$ cat src/hdl/hbc_pkg.sv
// hbc_pkg: constants and shared types of the heater balance controller
// no dependencies; imported by the interfaces, the datapath units and the top level
`timescale 1ns / 1ps

package hbc_pkg;

  localparam int unsigned TempW   = 16;
  localparam int unsigned DiffW   = TempW + 1;
  localparam int unsigned MagW    = 16;
  localparam int unsigned SqW     = 2 * MagW;
  localparam int unsigned ProdW   = SqW + MagW;
  localparam int unsigned SlopeSh = 9;
  localparam int unsigned WideW   = ProdW + SlopeSh + 2;
  localparam int unsigned IntegW  = 18;
  localparam int unsigned CountW  = 32;
  localparam int unsigned PlanW   = 2;

  localparam int ClampLimit = 32767;
  localparam logic [TempW-1:0] InvalidMark = 16'h8000;
  localparam logic [PlanW-1:0] HeaterOne = 2'b01;
  localparam logic [PlanW-1:0] HeaterTwo = 2'b10;

  typedef struct packed {
    logic tick;
    logic turn_off;
    logic turn_on;
  } plan_cmd_t;

endpackage

$ cat src/hdl/hbc_if.sv
// hbc_if: valid/ready stream interfaces for sample beats and result beats
// depends on hbc_pkg for field widths
`timescale 1ns / 1ps

interface hbc_in_if import hbc_pkg::*; ();
  logic                    valid;
  logic                    ready;
  logic                    func;
  logic signed [TempW-1:0] temperature;

  modport source (output valid, output func, output temperature, input ready);
  modport sink   (input valid, input func, input temperature, output ready);
endinterface

interface hbc_out_if import hbc_pkg::*; ();
  logic                    valid;
  logic                    ready;
  logic        [PlanW-1:0] heater_on;
  logic signed [TempW-1:0] balance;

  modport source (output valid, output heater_on, output balance, input ready);
  modport sink   (input valid, input heater_on, input balance, output ready);
endinterface

$ cat src/hdl/hbc_mul.sv
// hbc_mul: shared unsigned multiplier with a registered product
// depends on hbc_pkg; used by the sequencer for squares and cubes
`timescale 1ns / 1ps

module hbc_mul import hbc_pkg::*; (
  input  logic             clk_i,
  input  logic [SqW-1:0]   op_a_i,
  input  logic [MagW-1:0]  op_b_i,
  output logic [ProdW-1:0] prod_o
);

  logic [ProdW-1:0] prod_q;

  always_ff @(posedge clk_i) begin
    prod_q <= ProdW'(op_a_i) * ProdW'(op_b_i);
  end

  assign prod_o = prod_q;

endmodule

$ cat src/hdl/hbc_plan.sv
// hbc_plan: heater plan and run counters, turn-on/turn-off selection
// depends on hbc_pkg for plan_cmd_t and widths
`timescale 1ns / 1ps

module hbc_plan import hbc_pkg::*; (
  input  logic             clk_i,
  input  logic             rst_ni,
  input  plan_cmd_t        cmd_i,
  output logic [PlanW-1:0] plan_o
);

  logic [PlanW-1:0]  plan_q, plan_d;
  logic [CountW-1:0] run_q [PlanW];
  logic [CountW-1:0] run_d [PlanW];

  always_comb begin
    plan_d   = plan_q;
    run_d[0] = run_q[0];
    run_d[1] = run_q[1];
    if (cmd_i.tick) begin
      if (plan_q[0]) run_d[0] = run_q[0] + 1'b1;
      if (plan_q[1]) run_d[1] = run_q[1] + 1'b1;
    end
    if (cmd_i.turn_off) begin
      if (plan_q[1] && (!plan_q[0] || run_q[1] > run_q[0])) begin
        plan_d = plan_q & ~HeaterTwo;
      end else if (plan_q[0]) begin
        plan_d = plan_q & ~HeaterOne;
      end
    end
    if (cmd_i.turn_on) begin
      if (!plan_q[1] && (plan_q[0] || run_q[1] < run_q[0])) begin
        plan_d = plan_q | HeaterTwo;
      end else if (!plan_q[0]) begin
        plan_d = plan_q | HeaterOne;
      end
    end
  end

  always_ff @(posedge clk_i or negedge rst_ni) begin
    if (!rst_ni) begin
      plan_q   <= '0;
      run_q[0] <= '0;
      run_q[1] <= '0;
    end else begin
      plan_q   <= plan_d;
      run_q[0] <= run_d[0];
      run_q[1] <= run_d[1];
    end
  end

  assign plan_o = plan_q;

endmodule

$ cat src/hdl/heater_balance_controller_core.sv
// heater_balance_controller_core: sequencer, balance datapath and result register
// depends on hbc_pkg, hbc_if, hbc_mul and hbc_plan
`timescale 1ns / 1ps
//
// Usage: one input channel (in_ch) carries func and temperature beats, one
// output channel (out_ch) carries heater_on and balance, one result beat for
// every input beat. The setpoint is written through cfg_we_i / cfg_wdata_i;
// the user must write it only while the block is idle; the block itself
// does not enforce this. A tick beat (func 0) bumps the run counters of the
// heaters that are on and goes straight to the result step, ST_DONE. A sample
// beat (func 1) runs through the sequencer states to a loaded result: the
// shared 32x16 multiplier forms the two squares and two cubes in ST_SQ_S,
// ST_CU_S, ST_SQ_D and ST_CU_D, ST_SUM sums and clamps, ST_INTG updates the
// integrator and heater plan, ST_DONE loads the result. in_ch.ready is high
// only while the sequencer is idle: no new beat before the last is loaded.
// Reset clears the plan, counters, integrator and last balance, marks both
// stored temperatures invalid and sets the setpoint to zero. When the
// receiver stalls, the result register holds its beat; the sequencer runs
// the next item but waits in its last step until the register is free.

module heater_balance_controller_core import hbc_pkg::*; (
  input  logic                    clk_i,
  input  logic                    rst_ni,
  input  logic                    cfg_we_i,
  input  logic signed [TempW-1:0] cfg_wdata_i,
  hbc_in_if.sink                  in_ch,
  hbc_out_if.source               out_ch
);

  typedef enum logic [7:0] {
    ST_IDLE = 8'b0000_0001,
    ST_SQ_S = 8'b0000_0010,
    ST_CU_S = 8'b0000_0100,
    ST_SQ_D = 8'b0000_1000,
    ST_CU_D = 8'b0001_0000,
    ST_SUM  = 8'b0010_0000,
    ST_INTG = 8'b0100_0000,
    ST_DONE = 8'b1000_0000
  } state_e;

  localparam logic signed [WideW-1:0] WidePos = WideW'(ClampLimit);
  localparam logic signed [WideW-1:0] WideNeg = -WidePos;
  localparam logic signed [DiffW-1:0] HalfPos = DiffW'(ClampLimit);
  localparam logic signed [DiffW-1:0] HalfNeg = -HalfPos;

  state_e state_q, state_d;

  logic signed [TempW-1:0]  setpoint_q;
  logic signed [TempW-1:0]  cur_q, prev_q;
  logic signed [TempW-1:0]  lb_q, lb_d;
  logic signed [IntegW-1:0] integ_q, integ_d;
  logic        [ProdW-1:0]  s3_q;
  logic                     out_valid_q;
  logic        [PlanW-1:0]  out_plan_q;
  logic signed [TempW-1:0]  out_bal_q;

  logic                     accept;
  logic                     out_free;
  logic signed [DiffW-1:0]  s_val, d_val, s_neg, d_neg;
  logic        [MagW-1:0]   s_mag, d_mag;
  logic        [SqW-1:0]    mul_a;
  logic        [MagW-1:0]   mul_b;
  logic        [ProdW-1:0]  prod;
  logic signed [WideW-1:0]  s_term, d_term, bal_wide;
  logic signed [IntegW-1:0] isum;
  logic signed [DiffW-1:0]  half;
  logic                     over, under;
  plan_cmd_t                cmd;
  logic        [PlanW-1:0]  plan;

  assign accept   = in_ch.valid && in_ch.ready;
  assign out_free = !out_valid_q || out_ch.ready;

  // signed differences and their magnitudes
  assign s_val = {cur_q[TempW-1], cur_q} - {setpoint_q[TempW-1], setpoint_q};
  assign d_val = {cur_q[TempW-1], cur_q} - {prev_q[TempW-1], prev_q};
  assign s_neg = -s_val;
  assign d_neg = -d_val;
  assign s_mag = s_val[DiffW-1] ? s_neg[MagW-1:0] : s_val[MagW-1:0];
  assign d_mag = d_val[DiffW-1] ? d_neg[MagW-1:0] : d_val[MagW-1:0];

  always_comb begin
    mul_a = '0;
    mul_b = '0;
    case (state_q)
      ST_SQ_S: begin
        mul_a = SqW'(s_mag);
        mul_b = s_mag;
      end
      ST_CU_S: begin
        mul_a = prod[SqW-1:0];
        mul_b = s_mag;
      end
      ST_SQ_D: begin
        mul_a = SqW'(d_mag);
        mul_b = d_mag;
      end
      ST_CU_D: begin
        mul_a = prod[SqW-1:0];
        mul_b = d_mag;
      end
      default: begin
        mul_a = '0;
        mul_b = '0;
      end
    endcase
  end

  hbc_mul u_mul (
    .clk_i  (clk_i),
    .op_a_i (mul_a),
    .op_b_i (mul_b),
    .prod_o (prod)
  );

  // cube sum and clamp
  always_comb begin
    s_term = $signed(WideW'(s3_q));
    if (s_val[DiffW-1]) s_term = -s_term;
    d_term = $signed({2'b00, prod, {SlopeSh{1'b0}}});
    if (d_val[DiffW-1]) d_term = -d_term;
    bal_wide = s_term + d_term;
    if (bal_wide > WidePos) begin
      lb_d = TempW'(WidePos);
    end else if (bal_wide < WideNeg) begin
      lb_d = TempW'(WideNeg);
    end else begin
      lb_d = bal_wide[TempW-1:0];
    end
  end

  // integrator and threshold events
  assign isum  = integ_q + IntegW'(lb_q);
  assign half  = isum[IntegW-1:1];
  assign over  = half > HalfPos;
  assign under = half < HalfNeg;

  always_comb begin
    state_d      = state_q;
    integ_d      = integ_q;
    cmd.tick     = 1'b0;
    cmd.turn_off = 1'b0;
    cmd.turn_on  = 1'b0;
    case (state_q)
      ST_IDLE: begin
        if (accept) begin
          if (in_ch.func) begin
            state_d = ST_SQ_S;
          end else begin
            cmd.tick = 1'b1;
            state_d  = ST_DONE;
          end
        end
      end
      ST_SQ_S: state_d = ST_CU_S;
      ST_CU_S: state_d = ST_SQ_D;
      ST_SQ_D: state_d = ST_CU_D;
      ST_CU_D: state_d = ST_SUM;
      ST_SUM:  state_d = ST_INTG;
      ST_INTG: begin
        cmd.turn_off = over;
        cmd.turn_on  = under;
        integ_d      = (over || under) ? '0 : isum;
        state_d      = ST_DONE;
      end
      ST_DONE: begin
        if (out_free) state_d = ST_IDLE;
      end
      default: state_d = ST_IDLE;
    endcase
  end

  hbc_plan u_plan (
    .clk_i  (clk_i),
    .rst_ni (rst_ni),
    .cmd_i  (cmd),
    .plan_o (plan)
  );

  always_ff @(posedge clk_i or negedge rst_ni) begin
    if (!rst_ni) begin
      state_q     <= ST_IDLE;
      setpoint_q  <= '0;
      cur_q       <= InvalidMark;
      prev_q      <= InvalidMark;
      lb_q        <= '0;
      integ_q     <= '0;
      out_valid_q <= 1'b0;
    end else begin
      state_q <= state_d;
      integ_q <= integ_d;
      if (cfg_we_i) setpoint_q <= cfg_wdata_i;
      if (accept && in_ch.func) begin
        if (cur_q != InvalidMark) prev_q <= cur_q;
        cur_q <= in_ch.temperature;
      end
      if (state_q == ST_SUM) lb_q <= lb_d;
      if (state_q == ST_DONE && out_free) begin
        out_valid_q <= 1'b1;
      end else if (out_ch.ready) begin
        out_valid_q <= 1'b0;
      end
    end
  end

  always_ff @(posedge clk_i) begin
    if (state_q == ST_SQ_D) s3_q <= prod;
    if (state_q == ST_DONE && out_free) begin
      out_plan_q <= plan;
      out_bal_q  <= lb_q;
    end
  end

  assign in_ch.ready      = (state_q == ST_IDLE);
  assign out_ch.valid     = out_valid_q;
  assign out_ch.heater_on = out_plan_q;
  assign out_ch.balance   = out_bal_q;

  a_sample_latency: assert property (@(posedge clk_i) disable iff (!rst_ni)
    (accept && in_ch.func) |-> ##7 (state_q == ST_DONE))
    else $error("sample did not reach the result step in time");

  a_balance_range: assert property (@(posedge clk_i) disable iff (!rst_ni)
    lb_q != -16'sd32768)
    else $error("clamped balance out of range");

  a_integ_range: assert property (@(posedge clk_i) disable iff (!rst_ni)
    (integ_q <= 18'sd65535) && (integ_q >= -18'sd65534))
    else $error("integrator left its retained range");

  a_plan_one_change: assert property (@(posedge clk_i) disable iff (!rst_ni)
    $countones(plan ^ $past(plan)) <= 1)
    else $error("more than one heater changed in one step");

endmodule

$ cat src/flat_wrapper.sv
// flat-port wrapper written by rule: the top's interface ports become plain ports
module heater_balance_controller_core_flat import hbc_pkg::*;
  (clk_i, rst_ni, cfg_we_i, cfg_wdata_i, in_ch_valid, in_ch_func, in_ch_temperature, in_ch_ready, out_ch_valid, out_ch_heater_on, out_ch_balance, out_ch_ready);
  hbc_in_if in_ch_i ();
  hbc_out_if out_ch_i ();
  input  logic clk_i;
  input  logic rst_ni;
  input  logic cfg_we_i;
  input  logic signed [TempW-1:0] cfg_wdata_i;
  input wire logic [$bits(in_ch_i.valid)-1:0] in_ch_valid;
  input wire logic [$bits(in_ch_i.func)-1:0] in_ch_func;
  input wire logic [$bits(in_ch_i.temperature)-1:0] in_ch_temperature;
  output wire logic [$bits(in_ch_i.ready)-1:0] in_ch_ready;
  output wire logic [$bits(out_ch_i.valid)-1:0] out_ch_valid;
  output wire logic [$bits(out_ch_i.heater_on)-1:0] out_ch_heater_on;
  output wire logic [$bits(out_ch_i.balance)-1:0] out_ch_balance;
  input wire logic [$bits(out_ch_i.ready)-1:0] out_ch_ready;
  assign in_ch_i.valid = in_ch_valid;
  assign in_ch_i.func = in_ch_func;
  assign in_ch_i.temperature = in_ch_temperature;
  assign in_ch_ready = in_ch_i.ready;
  assign out_ch_valid = out_ch_i.valid;
  assign out_ch_heater_on = out_ch_i.heater_on;
  assign out_ch_balance = out_ch_i.balance;
  assign out_ch_i.ready = out_ch_ready;
  heater_balance_controller_core u_core (.clk_i(clk_i), .rst_ni(rst_ni), .cfg_we_i(cfg_we_i), .cfg_wdata_i(cfg_wdata_i), .in_ch(in_ch_i), .out_ch(out_ch_i));
endmodule
$ cat config.mk
export PLATFORM = sky130hd
export DESIGN_NAME = heater_balance_controller_core_flat
export DESIGN_NICKNAME = d
export VERILOG_FILES = /design/src/hdl/hbc_pkg.sv /design/src/hdl/hbc_if.sv /design/src/hdl/hbc_mul.sv /design/src/hdl/hbc_plan.sv /design/src/hdl/heater_balance_controller_core.sv /design/src/flat_wrapper.sv
export SDC_FILE = /design/constraint.sdc
export NUM_CORES = 2
export LEC_CHECK = 0
export ABC_AREA = 1
export ABC_CLOCK_PERIOD_IN_PS = 9400
export BUFFER_PORTS_ARGS = -buffer_cell sky130_fd_sc_hd__buf_4
export CAP_MARGIN = 30
export CORE_ASPECT_RATIO = 0.7
export CORE_MARGIN = 2
export CORE_UTILIZATION = 30
export DETAILED_ROUTE_END_ITERATION = 7
export GPL_TIMING_DRIVEN = 0
export PLACE_DENSITY_LB_ADDON = 0.12
export SLEW_MARGIN = 0
export SYNTH_ARGS = -nofsm -noshare
export SYNTH_HDL_FRONTEND = slang
export SYNTH_SLANG_ARGS = --single-unit
$ cat constraint.sdc
create_clock -name clk_i -period 9.4 [get_ports clk_i]
set_input_delay 0.94 -clock clk_i [delete_from_list [all_inputs] [get_ports clk_i]]
set_output_delay 0.94 -clock clk_i [all_outputs]
set_load 0.005 [all_outputs]
# Yosys cells after proc, flatten, opt, wreduce, memory -nomap -nowiden

Index checks and enable logic that the tools add are counted.

Register bits after elaboration: 271
Input bits: 38
Output and inout port bits: 20
Logic and storage cells: 89

Add/sub/neg operators: 10
$mul: 1
Order comparisons: 6
Equal/unequal tests: 13
Multiplexer cells: 24
Reduce and logical (&&, ||, !) cells: 20

Operator list:

| cell                                                  | number |
|---|---|
| 2-to-1 mux 59 bit                                     | 2 |
| one-hot mux 32 bit (3 select lines)                   | 1 |
| adder 32 x 1 -> 32 bit (second input constant)        | 2 |
| 2-to-1 mux 16 bit                                     | 4 |
| one-hot mux 8 bit (8 select lines)                    | 1 |
| adder 59 bit                                          | 1 |
| > comparator 59 x 16 -> 1 bit (second input constant) | 1 |
| < comparator 59 x 16 -> 1 bit (second input constant) | 1 |
| negation 48 -> 59 bit                                 | 1 |
| negation 57 -> 59 bit                                 | 1 |
| multiplier 32 x 16 -> 48 bit                          | 1 |
| subtractor 16 x 16 -> 17 bit                          | 2 |
| > comparator 32 bit                                   | 1 |
| < comparator 32 bit                                   | 1 |
| negation 16 bit                                       | 2 |
| one-hot mux 16 bit (2 select lines)                   | 1 |
| 2-to-1 mux 8 bit                                      | 3 |
| adder 18 x 16 -> 18 bit                               | 1 |
| 2-to-1 mux 18 bit                                     | 1 |
| > comparator 17 x 16 -> 1 bit (second input constant) | 1 |
| < comparator 17 x 16 -> 1 bit (second input constant) | 1 |
| != test 16 bit (second input constant)                | 1 |
| 2-to-1 mux 2 bit                                      | 6 |
| == test 8 x 1 -> 1 bit (second input constant)        | 1 |
| 17 further kinds                                      | 36 |

# Longest topological paths before layout

Depth after elaboration: 8
Mapped depth: 49
Depth with buffers taken out: 47

# Cells and area by module

Synthesis repeated with hierarchy kept, for this count alone.

Cell total of the unflattened synthesis: 5770
Area total of the unflattened synthesis: 39925.8 sq um

By module, submodules not included:

| module                         | times used | cells an instance | area an instance (sq um) | seq. area each (sq um) |
|---|---|---|---|---|
| hbc_mul                        | 1          | 2595              | 18783.0                  | 960.9 |
| heater_balance_controller_core | 1          | 2725              | 17157.7                  | 4262.8 |
| hbc_plan                       | 1          | 450               | 3985.1                   | 1651.6 |

# Worst setup path before layout

Ideal clock, no wire load.

Kind: register to register
Start: register u_core.state_q[4]
End: register u_core.u_mul.prod_q[45] (netlist: u_core.u_mul.prod_o[45])
Library setup time: 0.127 ns
Arrival: 8.314 ns
Path slack: 0.959 ns
Cell stages (with the launch flop): 32
Buffers on the path: 2
Cells stage by stage: dfrtp_1 -> nor2_1 -> inv_2 -> nor2_4 -> inv_1 -> nor4_1 -> clkbuf_1 -> o211ai_1 -> nand3_2 -> buf_2 -> nand2_1 -> fa_1 -> fa_1 -> fa_1 -> inv_1 -> fa_1 -> fa_1 -> inv_1 -> fa_1 -> inv_1 -> ha_1 -> a21oi_1 -> inv_1 -> a21oi_1 -> inv_1 -> a21oi_1 -> o221ai_1 -> a21oi_1 -> o21ai_0 -> a21oi_1 -> o21ai_0 -> xor2_1

Word-level cells in the longest chain between the ends: 4
Elaborated cells between the ends (all ways): 10

RTL lines:

| element                                                                                           | RTL line                              | source |
|---|---|---|
| start, declared                                                                                   | heater_balance_controller_core.sv:46  | `state_e state_q, state_d;` |
| start signal, assigned                                                                            | heater_balance_controller_core.sv:190 | `state_q <= state_d;` |
| == test 8 x 3 -> 1 bit, or another cell as far along                                              | heater_balance_controller_core.sv:85  | `case (state_q)` |
| OR reduction 2 bit (no source line)                                                               | n/a                                   |  |
| one-hot mux 32 bit (3 select lines) / one-hot mux 16 bit (2 select lines) (equally long branches) | heater_balance_controller_core.sv:85  |  |
| multiplier 32 x 16 -> 48 bit (*)                                                                  | hbc_mul.sv:15                         | `prod_q <= ProdW'(op_a_i) * ProdW'(op_b_i);` |
| end signal, assigned                                                                              | hbc_mul.sv:15                         |  |
| end, declared                                                                                     | hbc_mul.sv:12                         | `logic [ProdW-1:0] prod_q;` |

Every way passes the cells marked *; elsewhere a longest branch is shown, timed or not.
A chain may end at the register's enable or synchronous reset.

# Worst setup path in the final report

Start: register u_core.state_q[7]
End: register u_core.u_mul.prod_q[40] (netlist: u_core.u_mul.prod_o[40])

Same word-level chain as after synthesis.

==> metrics.txt <==
worst skew pair latency=between 0.6 and 0.7 ns; Relative slew margins=0.381; final wirelength=137 mm; All-Layer GR Usage=0.206; Die Span Y=306 um; Cell Area, Synth=about 40000 um^2; Worst Tran Pin Value=0.923 ns; CP max FO=10; fmax=0.112 GHz; Synth Area in Compound Gates=0.0612; clock skew=0.0135 ns; vias post-DR=34.0k; Die ar.=133000 um^2; Placed Area=41700 um^2; initial antenna violation count=0; Post-synth EDFFs=66; Seq. cell area=6880 um^2; Seq cells post-synth=~270; core area=129000 um^2; total CTS buffers=31; slowest library cell on the worst path=nor2_1; Syn Nets=about 6k; M2 GR Usage=0.273; Worst EP required=just under 10 ns; GP Congestion=roughly 0.89; adder-cell share of the synthesized area=0.298; clock sinks=271; Worst setup EP type=flop; layer with the highest usage=met1; Max VDD drop=177 uV; port buffer count=57; critical path launch point=u_core.state_q[7]; Hold/Removal Path Class=in2async; Final ANT Viol Nets=0; mux share of post-synthesis cell area=0.000288; Longest Clk Path Bufs=3; H-tree depth=1; share of post-route cells with drive strength above 1=0.0811; Tcrit/Tclk final=0.954; DP HPWL=117 mm; largest net degree at the start of global routing=between 100 and 150; hold_buf cts=0; most frequent CP cell=inv_1; status=finished clean; final core occ=0.337; Multi-input gate area=27400 um^2; Tmin final=8.96 ns; Max stage delay on crit path=0.71 ns; Post-layout nets=6254; async set-or-reset flop fraction in the synthesized netlist=0.579; final instance area=43400 um^2; met3 GRT Util=0.0288; vias in the first global route=~34k; Final Hold Fails=0; main combinational cell family by area after synthesis=adder cells; prevailing post-synth register cell=dfrtp_1; worst hold slack=approximately 0.25 ns; setup violators final=0; sequential area share after synthesis=0.176; area fraction in and, or, nand and nor cells after synthesis=0.272; Fin Setup TNS=0 ns; Leakage Power=23.4 nW; DRC violation count after routing=0; Unique masters post-synth=between 70 and 80; Cell Rows=110; MaxCap Viol Count=0; Critical R2R Launch=u_core.state_q[7]; crit path kind=reg2reg; GR Overflow Total=0; DRT Pass-1 Iters=5; Worst Path Arrival=9.47 ns; pwr/cell area=228 nW/um^2; P&R area growth vs syn=11.1%; Mapped Avg Cell Area=7.20 um^2; routed wire length per instance=18.8 um; I/O pin count=58; Chip Width=~440 um; Slew Viols, Final=0; YS warnings=0; M1 GR Usage=0.347; CTS tree=done; drt initial violations=between 2k and 3k; xor and xnor area share after synthesis=0.0599; Worst-path clk slew=0.07 ns; type of origin of the critical path=flop; Mapped Cells=5424; starting density of the core=0.303; fillers=about 14k; Vias/cell=4.66; clock root cell=clkbuf_16; first-pass GRT wire length=210 mm
## sequential cells by signal, summed over array words and instances (netlist names)
name,flops
u_core.u_plan.run_q,64
u_core.out_ch.heater_on,2
u_core.setpoint_q,16
u_core.u_plan.plan_o,2
u_core.u_mul.prod_o,48
u_core.out_ch.valid,1
u_core.s3_q,48
u_core.state_q,8
u_core.prev_q,16
u_core.lb_q,16
u_core.out_ch.balance,16
u_core.integ_q,18
u_core.cur_q,16
## final timing paths
check	endpoint	slack, ns	depth (start not counted)
max in group asynchronous	u_core.integ_q[11]	8.24	2
min in group clk_i	u_core.s3_q[2]	0.45	0
worst max-delay path	u_core.u_mul.prod_o[40]	0.44	29
worst min register to register	u_core.s3_q[2]	0.45	0
worst min-delay path	u_core.setpoint_q[0]	0.25	1
worst max register to register	u_core.u_mul.prod_o[40]	0.44	29
## critical path, delay by kind of cell (launching register included)
| kind | cells | cell delay (ns) |
|---|---|---|
| xor gates and xnor gates | 1 | 0.19 |
| adders and majority gates | 7 | 3.64 |
| buffers and inverters | 10 | 1.79 |
| and+or+nand+nor | 7 | 1.80 |
| AOI/OAI and AO/OA | 4 | 1.00 |
| DFF | 1 | 0.41 |
## stage by stage
step / std cells / total power [mW] / setup slack (ns)
floorplan: 5424 / 6.07 / 0.959
global placement: 7217 / 8.32 / -2.38
detailed placement: 7221 / 8.31 / -0.841
CTS: 7283 / 9.70 / -0.00953
global route: 7299 / 10.7 / -0.00137
finish: 7300 / 9.87 / 0.436
## layout by cell type, fill, tap and decap left out, types with 15 or more instances in the layout
master / synthesis / final
nand2_2: 42 / 45
fa_1: 422 / 421
nor2_2: 30 / 30
a21oi_1: 165 / 155
buf_4: 9 / 95
xor2_1: 189 / 185
o21bai_1: 21 / 21
clkbuf_16: 0 / 32
nand2_1: 1474 / 1463
nor2_4: 10 / 15
dfxtp_1: 48 / 48
nand3_1: 192 / 186
clkbuf_1: 50 / 45
nand3b_1: 20 / 20
nand4_1: 70 / 70
inv_1: 1183 / 1182
ha_1: 256 / 251
a31oi_1: 26 / 24
nor2_1: 462 / 457
buf_2: 49 / 32
nand3_2: 17 / 18
xnor2_1: 65 / 61
inv_2: 20 / 20
o21ai_0: 119 / 116
edfxtp_1: 66 / 66
nor4_1: 33 / 32
nor3_1: 74 / 71
a21oi_2: 7 / 16
dfrtp_1: 154 / 150
## where the power goes
group	internal [mW]	switching, mW	total [mW]
clock network	0.686	0.566	1.25
registers	1.31	0.136	1.45
logic	2.19	4.98	7.17
## metal layers
layer / wire (um) / vias up
li1: - / 16700
met1: 76800 / 16400
met2: 50300 / 805
met3: 8520 / 87
met4: 1670 / 0
met5: 0 / -
## timing repair
| action | CTS | global route |
|---|---|---|
| pin swaps | 5 | 14 |
| buffers inserted | 4 | 17 |
| resized for setup | 38 | 92 |
| setup endpoints to repair | 23 | 24 |
## synthesized netlist by cell type (4+ instances only)
cell type,n,area share
xnor2_1,65,0.015
edfxtp_1,66,0.051
xor2_2,5,0.0021
o21ai_1,5,0.00064
o21ai_0,119,0.015
or2_1,5,0.00080
inv_1,1183,0.11
ha_1,256,0.082
buf_2,49,0.0063
nand3_2,17,0.0044
dfrtp_1,154,0.099
nor2_4,10,0.0029
clkbuf_1,50,0.0048
nand2_2,42,0.0067
dfxtp_1,48,0.025
a31oi_1,26,0.0042
o211ai_1,7,0.0013
o41ai_1,4,0.00090
fa_1,422,0.22
o22ai_1,8,0.0013
a21o_1,8,0.0015
nand2_1,1474,0.14
nor2_2,30,0.0048
a21oi_1,165,0.021
nand3_1,192,0.025
nor4_2,4,0.0013
nand3b_1,20,0.0038
xor2_1,189,0.042
nand4_1,70,0.011
o21bai_1,21,0.0040
buf_6,8,0.0023
or2_2,10,0.0016
o31ai_1,7,0.0013
nor3_1,74,0.0095
nor4_1,33,0.0053
inv_2,20,0.0019
clkinv_1,5,0.00048
nor3_2,5,0.0013
o21a_1,10,0.0019
buf_4,9,0.0017
a21oi_2,7,0.0016
o221ai_1,5,0.0011
nor2_1,462,0.044
## logic make-up (layout without fill, tap and decap cells)
logic type	Yosys count	in the layout
mux	1	1
fa+ha+maj	678	678
flops	271	271
simple gates	2474	2474
buf+inv	1328	1467
compound gates	411	411
other cells	0	1
xor+xnor	261	261
## final cells by class
class | instances | area share
multi-input cells | 3825 | 0.632
flip-flops and latches | 271 | 0.159
inverters | 1208 | 0.105
well taps | 1736 | 0.0501
clock buffers | 35 | 0.0187
plain buffers | 119 | 0.0163
repair buffers | 82 | 0.0149
clock inverters | 23 | 0.00482
diodes | 1 | 0.0000577
Note: power is estimated with default switching activity, not from simulation.
